`src/rtl/top_k_selector_core_defines.svh`:
```
// assertion macros shared by the top k selector rtl
`ifndef TOP_K_SELECTOR_CORE_DEFINES_SVH
`define TOP_K_SELECTOR_CORE_DEFINES_SVH

// same-cycle implication, checked outside reset
`define TKS_ASSERT_IMP(lbl, pre, post, msg) \
    lbl: assert property (@(posedge i_clk) disable iff (!i_rst_n) (pre) |-> (post)) \
        else $error(msg);

// next-cycle implication, checked outside reset
`define TKS_ASSERT_NXT(lbl, pre, post, msg) \
    lbl: assert property (@(posedge i_clk) disable iff (!i_rst_n) (pre) |=> (post)) \
        else $error(msg);

`endif

```
`src/rtl/tks_pkg.sv`:
```
package tks_pkg;

    // fixed port widths
    localparam int SAMPLE_W    = 64;
    localparam int INDEX_W     = 12;
    localparam int OUT_TDATA_W = 80;
    localparam int CFG_ADDR_W  = 2;
    localparam int CFG_DATA_W  = 5;
    localparam int KEEP_W      = 5;

    // configuration register indexes
    localparam logic [CFG_ADDR_W-1:0] CFG_KEEP_COUNT     = 2'd0;
    localparam logic [CFG_ADDR_W-1:0] CFG_PICK_LARGEST   = 2'd1;
    localparam logic [CFG_ADDR_W-1:0] CFG_COMPARE_SIGNED = 2'd2;

    // per-cycle control broadcast to every cell
    typedef struct packed {
        logic load;            // a sample transaction is accepted
        logic shift;           // a result transaction is taken
        logic pick_largest;
        logic compare_signed;
        logic in_range;        // cell position is below the keep count
    } t_cell_ctl;

endpackage

```
`src/rtl/tks_cell.sv`:
```
module tks_cell
    import tks_pkg::*;
#(
    parameter int VW = 64,
    parameter int PW = 12
) (
    input  logic          i_clk,
    input  logic          i_rst_n,
    input  t_cell_ctl     i_ctl,
    input  logic [VW-1:0] i_sample,
    input  logic [PW-1:0] i_pos,
    input  logic          i_seen,
    output logic          o_seen,
    input  logic          i_left_valid,
    input  logic [VW-1:0] i_left_value,
    input  logic [PW-1:0] i_left_pos,
    input  logic          i_right_valid,
    input  logic [VW-1:0] i_right_value,
    input  logic [PW-1:0] i_right_pos,
    output logic          o_valid,
    output logic [VW-1:0] o_value,
    output logic [PW-1:0] o_pos,
    output logic          o_next_valid
);

    logic          r_valid, n_valid;
    logic [VW-1:0] r_value, n_value;
    logic [PW-1:0] r_pos,   n_pos;
    logic [VW-1:0] w_a, w_b;
    logic          w_beaten, w_stop, w_active;

    // rank compare: sample strictly better than the held value
    always_comb begin
        w_a = i_sample;
        w_b = r_value;
        if (i_ctl.compare_signed) begin
            w_a[VW-1] = ~w_a[VW-1];
            w_b[VW-1] = ~w_b[VW-1];
        end
        w_active = r_valid & i_ctl.in_range;
        w_beaten = w_active & (i_ctl.pick_largest ? (w_a > w_b) : (w_a < w_b));
        w_stop   = ~w_active | w_beaten;
    end

    // first stopping cell takes the sample, the ones after it shift down
    assign o_seen = i_seen | w_stop;

    always_comb begin
        n_valid = r_valid;
        n_value = r_value;
        n_pos   = r_pos;
        if (i_ctl.load) begin
            if (!i_ctl.in_range) begin
                n_valid = 1'b0;
            end else if (i_seen) begin
                n_valid = i_left_valid;
                n_value = i_left_value;
                n_pos   = i_left_pos;
            end else if (w_stop) begin
                n_valid = 1'b1;
                n_value = i_sample;
                n_pos   = i_pos;
            end
        end else if (i_ctl.shift) begin
            n_valid = i_right_valid;
            n_value = i_right_value;
            n_pos   = i_right_pos;
        end
    end

    always_ff @(posedge i_clk) begin
        if (!i_rst_n) begin
            r_valid <= 1'b0;
        end else begin
            r_valid <= n_valid;
        end
        r_value <= n_value;
        r_pos   <= n_pos;
    end

    assign o_valid      = r_valid;
    assign o_value      = r_value;
    assign o_pos        = r_pos;
    assign o_next_valid = n_valid;

endmodule

```
`src/rtl/top_k_selector_core.sv`:
```
// Streaming stable top-k selector. Samples of one slice arrive in index order, one per
// transaction, and a row of MAX_K insertion cells keeps the k best values (largest or
// smallest, signed or unsigned) with their positions, ties going to the lower position.
// Each cell compares the new sample against its own entry in the same cycle, so one
// sample is taken every clock while a slice is being collected. The transaction with
// tlast set ends the slice: the row then shifts its entries out best first, one result
// per output transaction, and the input side stalls until the last result (tlast) has
// been taken. Results carry a fault flag in tuser when the slice was shorter than k or
// ran past MAX_SLICE_LEN samples (those positions saturate at MAX_SLICE_LEN-1). Keep
// count 0 acts as 1 and counts above MAX_K act as MAX_K; the user must write
// configuration only between slices, as the block itself does not enforce it.
`include "top_k_selector_core_defines.svh"

module top_k_selector_core
    import tks_pkg::*;
#(
    parameter int MAX_K         = 16,
    parameter int MAX_SLICE_LEN = 4096,
    parameter int VALUE_WIDTH   = 64
) (
    input  logic                   i_clk,
    input  logic                   i_rst_n,
    // slave stream
    input  logic                   s_axis_tvalid,
    output logic                   s_axis_tready,
    input  logic [SAMPLE_W-1:0]    s_axis_tdata,   // [63:0] sample_value
    input  logic                   s_axis_tlast,   // slice_end
    // master stream
    output logic                   m_axis_tvalid,
    input  logic                   m_axis_tready,
    output logic [OUT_TDATA_W-1:0] m_axis_tdata,   // [63:0] out_value, [75:64] out_index
    output logic                   m_axis_tlast,   // out_last
    output logic                   m_axis_tuser,   // slice_fault
    // configuration write port
    input  logic                   i_cfg_wr_en,
    input  logic [CFG_ADDR_W-1:0]  i_cfg_addr,
    input  logic [CFG_DATA_W-1:0]  i_cfg_wdata
);

    localparam int PW     = $clog2(MAX_SLICE_LEN);
    localparam int KEFF_W = ($clog2(MAX_K + 1) > KEEP_W) ? $clog2(MAX_K + 1) : KEEP_W;
    localparam logic [PW-1:0]     LAST_POS = PW'(MAX_SLICE_LEN - 1);
    localparam logic [KEFF_W-1:0] KMAX     = KEFF_W'(MAX_K);

    // configuration registers
    logic [KEEP_W-1:0] r_keep;
    logic              r_largest;
    logic              r_signed;

    // slice control
    logic              r_emit;
    logic              r_fault;
    logic [PW-1:0]     r_cnt;
    logic              r_full;
    logic              r_ovf;

    logic              w_in_acc, w_out_acc, w_short;
    logic [PW-1:0]     w_pos;
    logic [KEFF_W-1:0] w_keep_ext, w_keff;
    logic [MAX_K-1:0]  w_in_range, w_next_valid;

    logic              w_valid [0:MAX_K];
    logic [VALUE_WIDTH-1:0] w_value [0:MAX_K];
    logic [PW-1:0]     w_cpos  [0:MAX_K];
    logic              w_seen  [0:MAX_K];

    assign s_axis_tready = ~r_emit;
    assign w_in_acc      = s_axis_tvalid & s_axis_tready;
    assign w_out_acc     = m_axis_tvalid & m_axis_tready;

    // configuration writes
    always_ff @(posedge i_clk) begin
        if (!i_rst_n) begin
            r_keep    <= KEEP_W'(1);
            r_largest <= 1'b1;
            r_signed  <= 1'b1;
        end else if (i_cfg_wr_en) begin
            unique case (i_cfg_addr)
                CFG_KEEP_COUNT:     r_keep    <= i_cfg_wdata[KEEP_W-1:0];
                CFG_PICK_LARGEST:   r_largest <= i_cfg_wdata[0];
                CFG_COMPARE_SIGNED: r_signed  <= i_cfg_wdata[0];
                default: ;
            endcase
        end
    end

    // effective keep count and per-cell range mask
    always_comb begin
        w_keep_ext = KEFF_W'(r_keep);
        if (w_keep_ext == '0) begin
            w_keff = KEFF_W'(1);
        end else if (w_keep_ext > KMAX) begin
            w_keff = KMAX;
        end else begin
            w_keff = w_keep_ext;
        end
        for (int i = 0; i < MAX_K; i++) begin
            w_in_range[i] = KEFF_W'(i) < w_keff;
        end
    end

    // position of the incoming sample, saturating at the last index
    assign w_pos = r_full ? LAST_POS : r_cnt;

    // a range cell that ends up empty means the slice was short
    assign w_short = |(w_in_range & ~w_next_valid);

    always_ff @(posedge i_clk) begin
        if (!i_rst_n) begin
            r_emit <= 1'b0;
            r_cnt  <= '0;
            r_full <= 1'b0;
            r_ovf  <= 1'b0;
        end else if (w_in_acc) begin
            if (s_axis_tlast) begin
                r_emit <= 1'b1;
                r_cnt  <= '0;
                r_full <= 1'b0;
                r_ovf  <= 1'b0;
            end else begin
                if (r_full) begin
                    r_ovf <= 1'b1;
                end else if (r_cnt == LAST_POS) begin
                    r_full <= 1'b1;
                end else begin
                    r_cnt <= r_cnt + PW'(1);
                end
            end
        end else if (w_out_acc && m_axis_tlast) begin
            r_emit <= 1'b0;
        end
    end

    // fault flag for the whole slice, taken with its last sample
    always_ff @(posedge i_clk) begin
        if (w_in_acc && s_axis_tlast) begin
            r_fault <= r_ovf | r_full | w_short;
        end
    end

    // insertion cell row
    assign w_valid[MAX_K] = 1'b0;
    assign w_value[MAX_K] = '0;
    assign w_cpos[MAX_K]  = '0;
    assign w_seen[0]      = 1'b0;

    for (genvar g = 0; g < MAX_K; g++) begin : g_cell
        t_cell_ctl              w_ctl;
        logic                   w_lvalid;
        logic [VALUE_WIDTH-1:0] w_lvalue;
        logic [PW-1:0]          w_lpos;

        assign w_ctl.load           = w_in_acc;
        assign w_ctl.shift          = w_out_acc;
        assign w_ctl.pick_largest   = r_largest;
        assign w_ctl.compare_signed = r_signed;
        assign w_ctl.in_range       = w_in_range[g];

        if (g == 0) begin : g_head
            assign w_lvalid = 1'b0;
            assign w_lvalue = '0;
            assign w_lpos   = '0;
        end else begin : g_body
            assign w_lvalid = w_valid[g-1];
            assign w_lvalue = w_value[g-1];
            assign w_lpos   = w_cpos[g-1];
        end

        tks_cell #(
            .VW (VALUE_WIDTH),
            .PW (PW)
        ) u_cell (
            .i_clk         (i_clk),
            .i_rst_n       (i_rst_n),
            .i_ctl         (w_ctl),
            .i_sample      (s_axis_tdata[VALUE_WIDTH-1:0]),
            .i_pos         (w_pos),
            .i_seen        (w_seen[g]),
            .o_seen        (w_seen[g+1]),
            .i_left_valid  (w_lvalid),
            .i_left_value  (w_lvalue),
            .i_left_pos    (w_lpos),
            .i_right_valid (w_valid[g+1]),
            .i_right_value (w_value[g+1]),
            .i_right_pos   (w_cpos[g+1]),
            .o_valid       (w_valid[g]),
            .o_value       (w_value[g]),
            .o_pos         (w_cpos[g]),
            .o_next_valid  (w_next_valid[g])
        );
    end

    // results come straight from the head cell
    assign m_axis_tvalid = r_emit;
    assign m_axis_tdata  = {{(OUT_TDATA_W - SAMPLE_W - INDEX_W){1'b0}},
                            INDEX_W'(w_cpos[0]), SAMPLE_W'(w_value[0])};
    assign m_axis_tlast  = ~w_valid[1];
    assign m_axis_tuser  = r_fault;

    // checks
    `TKS_ASSERT_IMP(a_head_valid_in_emit, r_emit, w_valid[0],
        "emitting with an empty head cell")
    `TKS_ASSERT_NXT(a_end_starts_emit, w_in_acc && s_axis_tlast, r_emit && r_cnt == '0,
        "slice end did not start emission")
    `TKS_ASSERT_NXT(a_last_ends_emit, w_out_acc && m_axis_tlast, !r_emit && !w_valid[0],
        "row not empty after last result")

endmodule

```
`config.mk`:
```
export PLATFORM = sky130hd
export DESIGN_NAME = top_k_selector_core
export DESIGN_NICKNAME = d
export VERILOG_FILES = /design/src/rtl/tks_pkg.sv /design/src/rtl/tks_cell.sv /design/src/rtl/top_k_selector_core.sv
export VERILOG_INCLUDE_DIRS = /design/src /design/src/rtl
export SDC_FILE = /design/constraint.sdc
export NUM_CORES = 2
export LEC_CHECK = 0
export ABC_CLOCK_PERIOD_IN_PS = 26800
export BUFFER_PORTS_ARGS = -buffer_cell sky130_fd_sc_hd__buf_2
export CAP_MARGIN = 20
export CORE_MARGIN = 2
export CORE_UTILIZATION = 45
export CTS_CLUSTER_DIAMETER = 40
export CTS_CLUSTER_SIZE = 12
export DETAILED_ROUTE_END_ITERATION = 16
export HOLD_SLACK_MARGIN = 0.03
export PLACE_DENSITY_LB_ADDON = 0.2
export SLEW_MARGIN = 10
export SYNTH_ARGS = -nofsm -noshare
export SYNTH_HDL_FRONTEND = slang
export SYNTH_SLANG_ARGS = --single-unit
```
`constraint.sdc`:
```
create_clock -name i_clk -period 26.8 [get_ports i_clk]
set_input_delay 4.02 -clock i_clk [delete_from_list [all_inputs] [get_ports i_clk]]
set_output_delay 4.02 -clock i_clk [all_outputs]
set_load 0.005 [all_outputs]
```
Word level (Yosys, flattened, before mapping)
Cells that the tools add are included.
{ "classes": {"add_sub_neg": 1, "n_lt_le_gt_ge": 49, "n_eq_ne": 38, "mux": 284, "bitwise": 103, "n_reduce_logical": 30} }
{ "op_table": {"columns": ["cell", "count"], "rows": [
  ["$mux 64", 79],
  ["$gt 64x64->1", 16],
  ["$lt 64x64->1", 16],
  ["$mux 12", 83],
  ["$mux 1", 120],
  ["$reduce_and 3->1", 17],
  ["$ne 3x1->1 const B", 15],
  ["$lt 4x5->1 const A", 8],
  ["$not 1->1", 35],
  ["$and 1x1->1", 34],
  ["$ne 2x1->1 const B", 17],
  ["$or 1x1->1", 32],
  ["$lt 3x5->1 const A", 4],
  ["$and 16x16->16", 1],
  ["$not 16->16", 1],
  ["$reduce_or 16->1", 1],
  ["$add 12x1->12 const B", 1],
  ["$eq 12x12->1 const B", 1],
  ["$lt 1x5->1 const A", 2],
  ["$lt 2x5->1 const A", 2],
  ["$mux 5", 2],
  ["$reduce_and 2->1", 5],
  ["$ne 2x2->1 const B", 3],
  ["$reduce_bool 2->1", 3],
  ["other kinds (6)", 7]
]} }
{ "totals": {"register_bits": 1255, "out_inout_bits": 84, "wordCells": 561} }

Logic depth before layout (Yosys ltp)
{ "logic_depth": {"word_depth": 28, "mapped_depth": 18, "ltp_nobuf": 13} }

Modules after synthesis
From an unflattened synthesis, not the netlist that was laid out.
{ "hier_totals": {"cells_unflattened": 9488, "hier_area_um2": 90605.6} }
{ "by_module_without_submodules": {"columns": ["mod", "n_inst", "cells_per_inst", "area_each_um2", "seq_area_each_um2"], "rows": [
  ["tks_cell", 16, 581, 5569.1, 2302.2],
  ["top_k_selector_core", 1, 192, 1500.2, 470.5]
]} }

Worst setup path after synthesis
No wires, ideal clock.
{ "synth_timing": {"path_kind": "input-to-reg", "start": "input s_axis_tdata[63]", "end": "register g_cell[11].u_cell.r_pos[0], enable pin", "arrival_ps": 13460, "required_time_ps": 26178, "setup_slack_ps": 12718, "stages": 16, "path_buffers": 4, "path_cell_list": "clkbuf_1 -> clkbuf_1 -> xor2_1 -> ha_1 -> nand4_1 -> or4_1 -> nor4b_1 -> nand3_1 -> a21o_1 -> a21oi_1 -> a311oi_2 -> nand3_1 -> nor4_4 -> buf_4 -> buf_6 -> o31ai_1"} }
{ "synth_via": {"elab_chain_cells": 18, "elab_cells_between_ends": 74} }
{ "synth_lines": {"columns": ["item", "line_no", "source"], "rows": [
  ["from (decl)", "top_k_selector_core.sv:26", "input logic [SAMPLE_W-1:0] s_axis_tdata,"],
  ["$not 1->1", "tks_cell.sv:37", "w_a[VW-1] = ~w_a[VW-1];"],
  ["$mux 1 *", "tks_cell.sv:36", "if (i_ctl.compare_signed) begin"],
  ["$lt 64x64->1 / $gt 64x64->1 (equally long branches)", "tks_cell.sv:41", "w_beaten = w_active & (i_ctl.pick_largest ? (w_a > w_b) : (w_a < w_b));"],
  ["$mux 1", "tks_cell.sv:41", null],
  ["$and 1x1->1", "tks_cell.sv:41", null],
  ["$or 1x1->1", "tks_cell.sv:42", "w_stop = ~w_active | w_beaten;"],
  ["$or 1x1->1 (10 in a row)", "tks_cell.sv:46", "assign o_seen = i_seen | w_stop;"],
  ["$ne 3x1->1 (no source line) *", null, null],
  ["$reduce_and 3->1 (no source line) *", null, null],
  ["to (signal assigned)", "tks_cell.sv:78", "r_pos <= n_pos;"],
  ["to (decl)", "tks_cell.sv:28", "logic [PW-1:0] r_pos, n_pos;"]
]} }
Mark *: on every way between the ends. The rest lies on a longest branch, timed or not.
A chain may end at the register's enable or synchronous reset.

Worst setup path in the final report
{ "layout_timing": {"start": "input s_axis_tdata[49]", "end": "register g_cell[6].u_cell.r_value[14], enable pin"} }
{ "layout_via": {"elab_chain_cells": 11, "elab_cells_between_ends": 42} }
{ "layout_lines": {"columns": ["item", "line_no", "source"], "rows": [
  ["$lt 64x64->1 / $gt 64x64->1 (equally long branches)", "tks_cell.sv:41", null],
  ["$mux 1", "tks_cell.sv:41", null],
  ["$and 1x1->1", "tks_cell.sv:41", null],
  ["$or 1x1->1", "tks_cell.sv:42", null],
  ["$or 1x1->1 (5 in a row)", "tks_cell.sv:46", null],
  ["$ne 3x1->1 (no source line) *", null, null],
  ["$reduce_and 3->1 (no source line) *", null, null],
  ["to (signal assigned)", "tks_cell.sv:77", "r_value <= n_value;"],
  ["to (decl)", "tks_cell.sv:27", "logic [VW-1:0] r_value, n_value;"]
]} }
Marked as above.

==> impl_metrics.env <==
export IMPL_outcome="completed"
export IMPL_hold_class="register to register"
export IMPL_drive_gt1_share_pct=8.392
export IMPL_ys_ff_latch=1255
export IMPL_drcViolationCount=0
export IMPL_synth_most_common_cell="nand2_1"
export IMPL_drt_vias_per_instance=6.038
export IMPL_yosys_top_cells_area="edfxtp_1 41%, ha_1 14%, mux2i_1 11%"
export IMPL_worst_slack_ns=14.36
export IMPL_grt_setup_unrepaired="false"
export IMPL_path_class="input port to register"
export IMPL_p_int_mw=4.678
export IMPL_critical_path_required_ns=27.22
export IMPL_antenna_found_initial=13
export IMPL_die_x_microns=447.9
export IMPL_dr_first_iter_drc_count=8096
export IMPL_r2r_end="g_cell[6].u_cell.o_value[14]"
export IMPL_crit_top_cell="nand4_1"
export IMPL_worstPathCellList="buf_2, buf_4, ha_1, nand4_1, nor4_1, nand4_1, a31oi_1, a2111oi_0, and4_1, a211oi_1, nand4_1, buf_12, or4b_4, nand2_1, nand2_4, buf_4"
export IMPL_comb_power_share_pct=13.2
export IMPL_synth_area_sq_mm=0.08868
export IMPL_clk_pin_slew_ns=0.05
export IMPL_core_area_sq_mm=0.1954
export IMPL_crit_arrival_ns=12.86
export IMPL_dieArea_sq_mm=0.2006
export IMPL_synth_edff_count=1217
export IMPL_slew_violations=0
export IMPL_finClkSkew_ns=0.06901
export IMPL_relSlewSlack_pct=9.165
export IMPL_place_ws_ns=13.84
export IMPL_setup_viol_count_final=0
export IMPL_swShare_pct=28.37
export IMPL_cts_tree="done"
export IMPL_clockBufferDepth=3
export IMPL_async_flop_share_pct=0
export IMPL_tns_ns=0
export IMPL_net_switching_power_mw=1.853
export IMPL_dp_cells=11600
export IMPL_grt_pass1_wl_microns=466900
export IMPL_cts_sinks=1255
export IMPL_r2r_start="r_signed"
export IMPL_clock_latency_ns=0.89
export IMPL_regArea_sq_mm=0.03731
export IMPL_cts_hold_buf=0
export IMPL_yosysTopAreaCell="edfxtp_1"
export IMPL_reg2regPathDepth=17
export IMPL_min_delay_path_depth=2
export IMPL_die_h_microns=447.9
export IMPL_crit_path_top_delay_cell="nor4_1"
export IMPL_yosys_top_cells_count="1,317 x nand2_1, 1,217 x edfxtp_1, 1,033 x inv_1, 1,023 x ha_1, 974 x mux2i_1"
export IMPL_cp_slowest_stage_delay_ns=1.15
export IMPL_min_from="r_ovf"
export IMPL_port_buffers=156
export IMPL_wl_per_cell_microns=26.41
export IMPL_period_share_pct=46.42
export IMPL_startpoint_type="input port"
export IMPL_fmax_ghz=0.08038
export IMPL_grt_remaining_overflow=0
export IMPL_final_cells=12070
export IMPL_num_rows=162
export IMPL_ir_drop_mv=0.06105
export IMPL_leakagePower_nw=44.95
export IMPL_synth_seq_area_share_pct=42.07
export IMPL_path_max_fanout=91
export IMPL_nNetsFinal=10320
export IMPL_wl_microns=318700
export IMPL_hpwlAfterDp_microns=224500
export IMPL_synthFlopType="edfxtp_1"
export IMPL_syn_inst=9147
export IMPL_vias=72860
export IMPL_first_global_vias=71340
export IMPL_hold_viol=0
export IMPL_tightest_slew_ns=1.363
export IMPL_nFillCells=17830
export IMPL_reg2reg_setup_slack_ns=17.46
export IMPL_yosysWarnings=0
export IMPL_grt_start_max_net_pins=242
export IMPL_root_buffer="clkbuf_16"
export IMPL_globalplace_congestion=0.9679
export IMPL_track_usage_pct=31.22
export IMPL_hold_path_end="r_ovf"
export IMPL_syn_to_final_growth_pct=14.02
export IMPL_ys_types=85
export IMPL_cap_violations=0
export IMPL_htree_levels=4
export IMPL_antenna_left=0
export IMPL_pwr_share_seq_pct=36.7
export IMPL_pin_count=161
export IMPL_multi_input_area_sq_mm=0.04575
export IMPL_p_clk_share_pct=50.1
export IMPL_syn_avg_cell_area_sq_um=9.694
export IMPL_period_minus_slack_ns=12.44
export IMPL_start_util_pct=45.38
export IMPL_cts_resized_gates=0
export IMPL_cts_inserted_buffers=240
export IMPL_power_density_mw_per_mm2=64.59
export IMPL_dr_pass1_iters=9
export IMPL_cts_setup_buffers=0
export IMPL_synth_top_area_share_pct=41.21
export IMPL_worstSetupEndpointType="register"
cells in the final DEF, fill, tap and decap left out, types with 139 or more instances in the layout:
cell	netlist	layout
nand2_1	1317	1311
edfxtp_1	1217	1217
inv_1	1033	1033
ha_1	1023	1023
mux2i_1	974	974
o21ai_1	628	627
o21ai_0	563	563
a21oi_1	349	346
clkbuf_16	0	240
a21o_1	230	229
nor2_1	223	220
nand4_1	201	201
buf_2	54	158
buf_4	21	139
through the flow:
step                      utilization, %  power [mW]  hold WS (ns)  cell area [sq um]
after floorplan                        -       2.925        0.4374              88690
after global placement             47.19       3.249        0.4692              92210
after detailed placement           47.23       3.278        0.4767              92290
after CTS                          51.72       6.540        0.4961             101100
after global routing               51.74       6.742        0.5459             101100
final                              51.74       6.531        0.4974             101100
final cells by class:
class                   count  share of cell area, %
diodes                      6                0.01485
clock buffers             257                  6.003
clock inverters           204                  2.669
inverters                1035                  3.842
multi-input cells        6373                  45.25
flip-flops and latches   1255                  36.90
well taps                2624                  3.247
repair buffers            313                  2.075
worst max path at each step:
| stage | end | cells past startpoint | slack, ns | from |
|---|---|---|---|---|
| floorplan | g_cell[11].u_cell.o_pos[0] | 16 | 12.72 | s_axis_tdata[63] |
| CTS | g_cell[6].u_cell.o_value[33] | 16 | 14.71 | s_axis_tdata[49] |
| finish | g_cell[6].u_cell.o_value[14] | 16 | 14.36 | s_axis_tdata[49] |
| global route | g_cell[6].u_cell.o_value[14] | 16 | 14.50 | s_axis_tdata[49] |
| detailed placement | g_cell[6].u_cell.o_value[11] | 16 | 13.84 | s_axis_tdata[51] |
| global placement | g_cell[6].u_cell.o_value[27] | 16 | 13.74 | s_axis_tdata[49] |
metal layers:
layer | wire length (microns) | vias to the layer above | global-route usage [%] | share of wire, %
li1 | - | 33320 | - | -
met1 | 131900 | 35710 | 41.55 | 41
met2 | 142400 | 3196 | 48.77 | 45
met3 | 26380 | 622 | 5.076 | 8.3
met4 | 18060 | 4 | 16.54 | 5.7
met5 | 27 | - | 0 | 0.0085
cell families after synthesis:
group,Yosys count,synth area share [%]
other cells,1,0.004229
mux,977,11.03
xor+xnor,21,0.2074
flops,1255,42.07
compound gates,2225,14.92
buf+inv,1522,6.718
simple gates,2123,10.62
fa+ha+maj,1023,14.43
worst max-delay path: cells and delay by family:
| kind | cells | cell delay, ns |
|---|---|---|
| buf+inv | 4 | 1.32 |
| compound gates | 3 | 2.28 |
| simple gates | 8 | 4.59 |
| fa+ha+maj | 1 | 0.37 |
sequential cells by signal (all words and copies together), names as in the netlist:
signal and count:
g_cell.u_cell.o_valid 16, r_full 1, r_cnt 12, r_ovf 1
g_cell.u_cell.o_pos 192, r_keep 5, r_largest 1, r_signed 1
m_axis_tuser 1, m_axis_tvalid 1, g_cell.u_cell.o_value 1024
power by group through the flow:
stage	clock, mW	sequential, mW	combinational [mW]
3_5_place_dp	0	2.43	0.845
3_3_place_gp	0	2.43	0.816
4_1_cts	3.30	2.40	0.849
2_1_floorplan	0	2.39	0.534
6_report	3.27	2.40	0.861
5_1_grt	3.39	2.41	0.950
No activity file was read; power rests on OpenSTA's default activity.
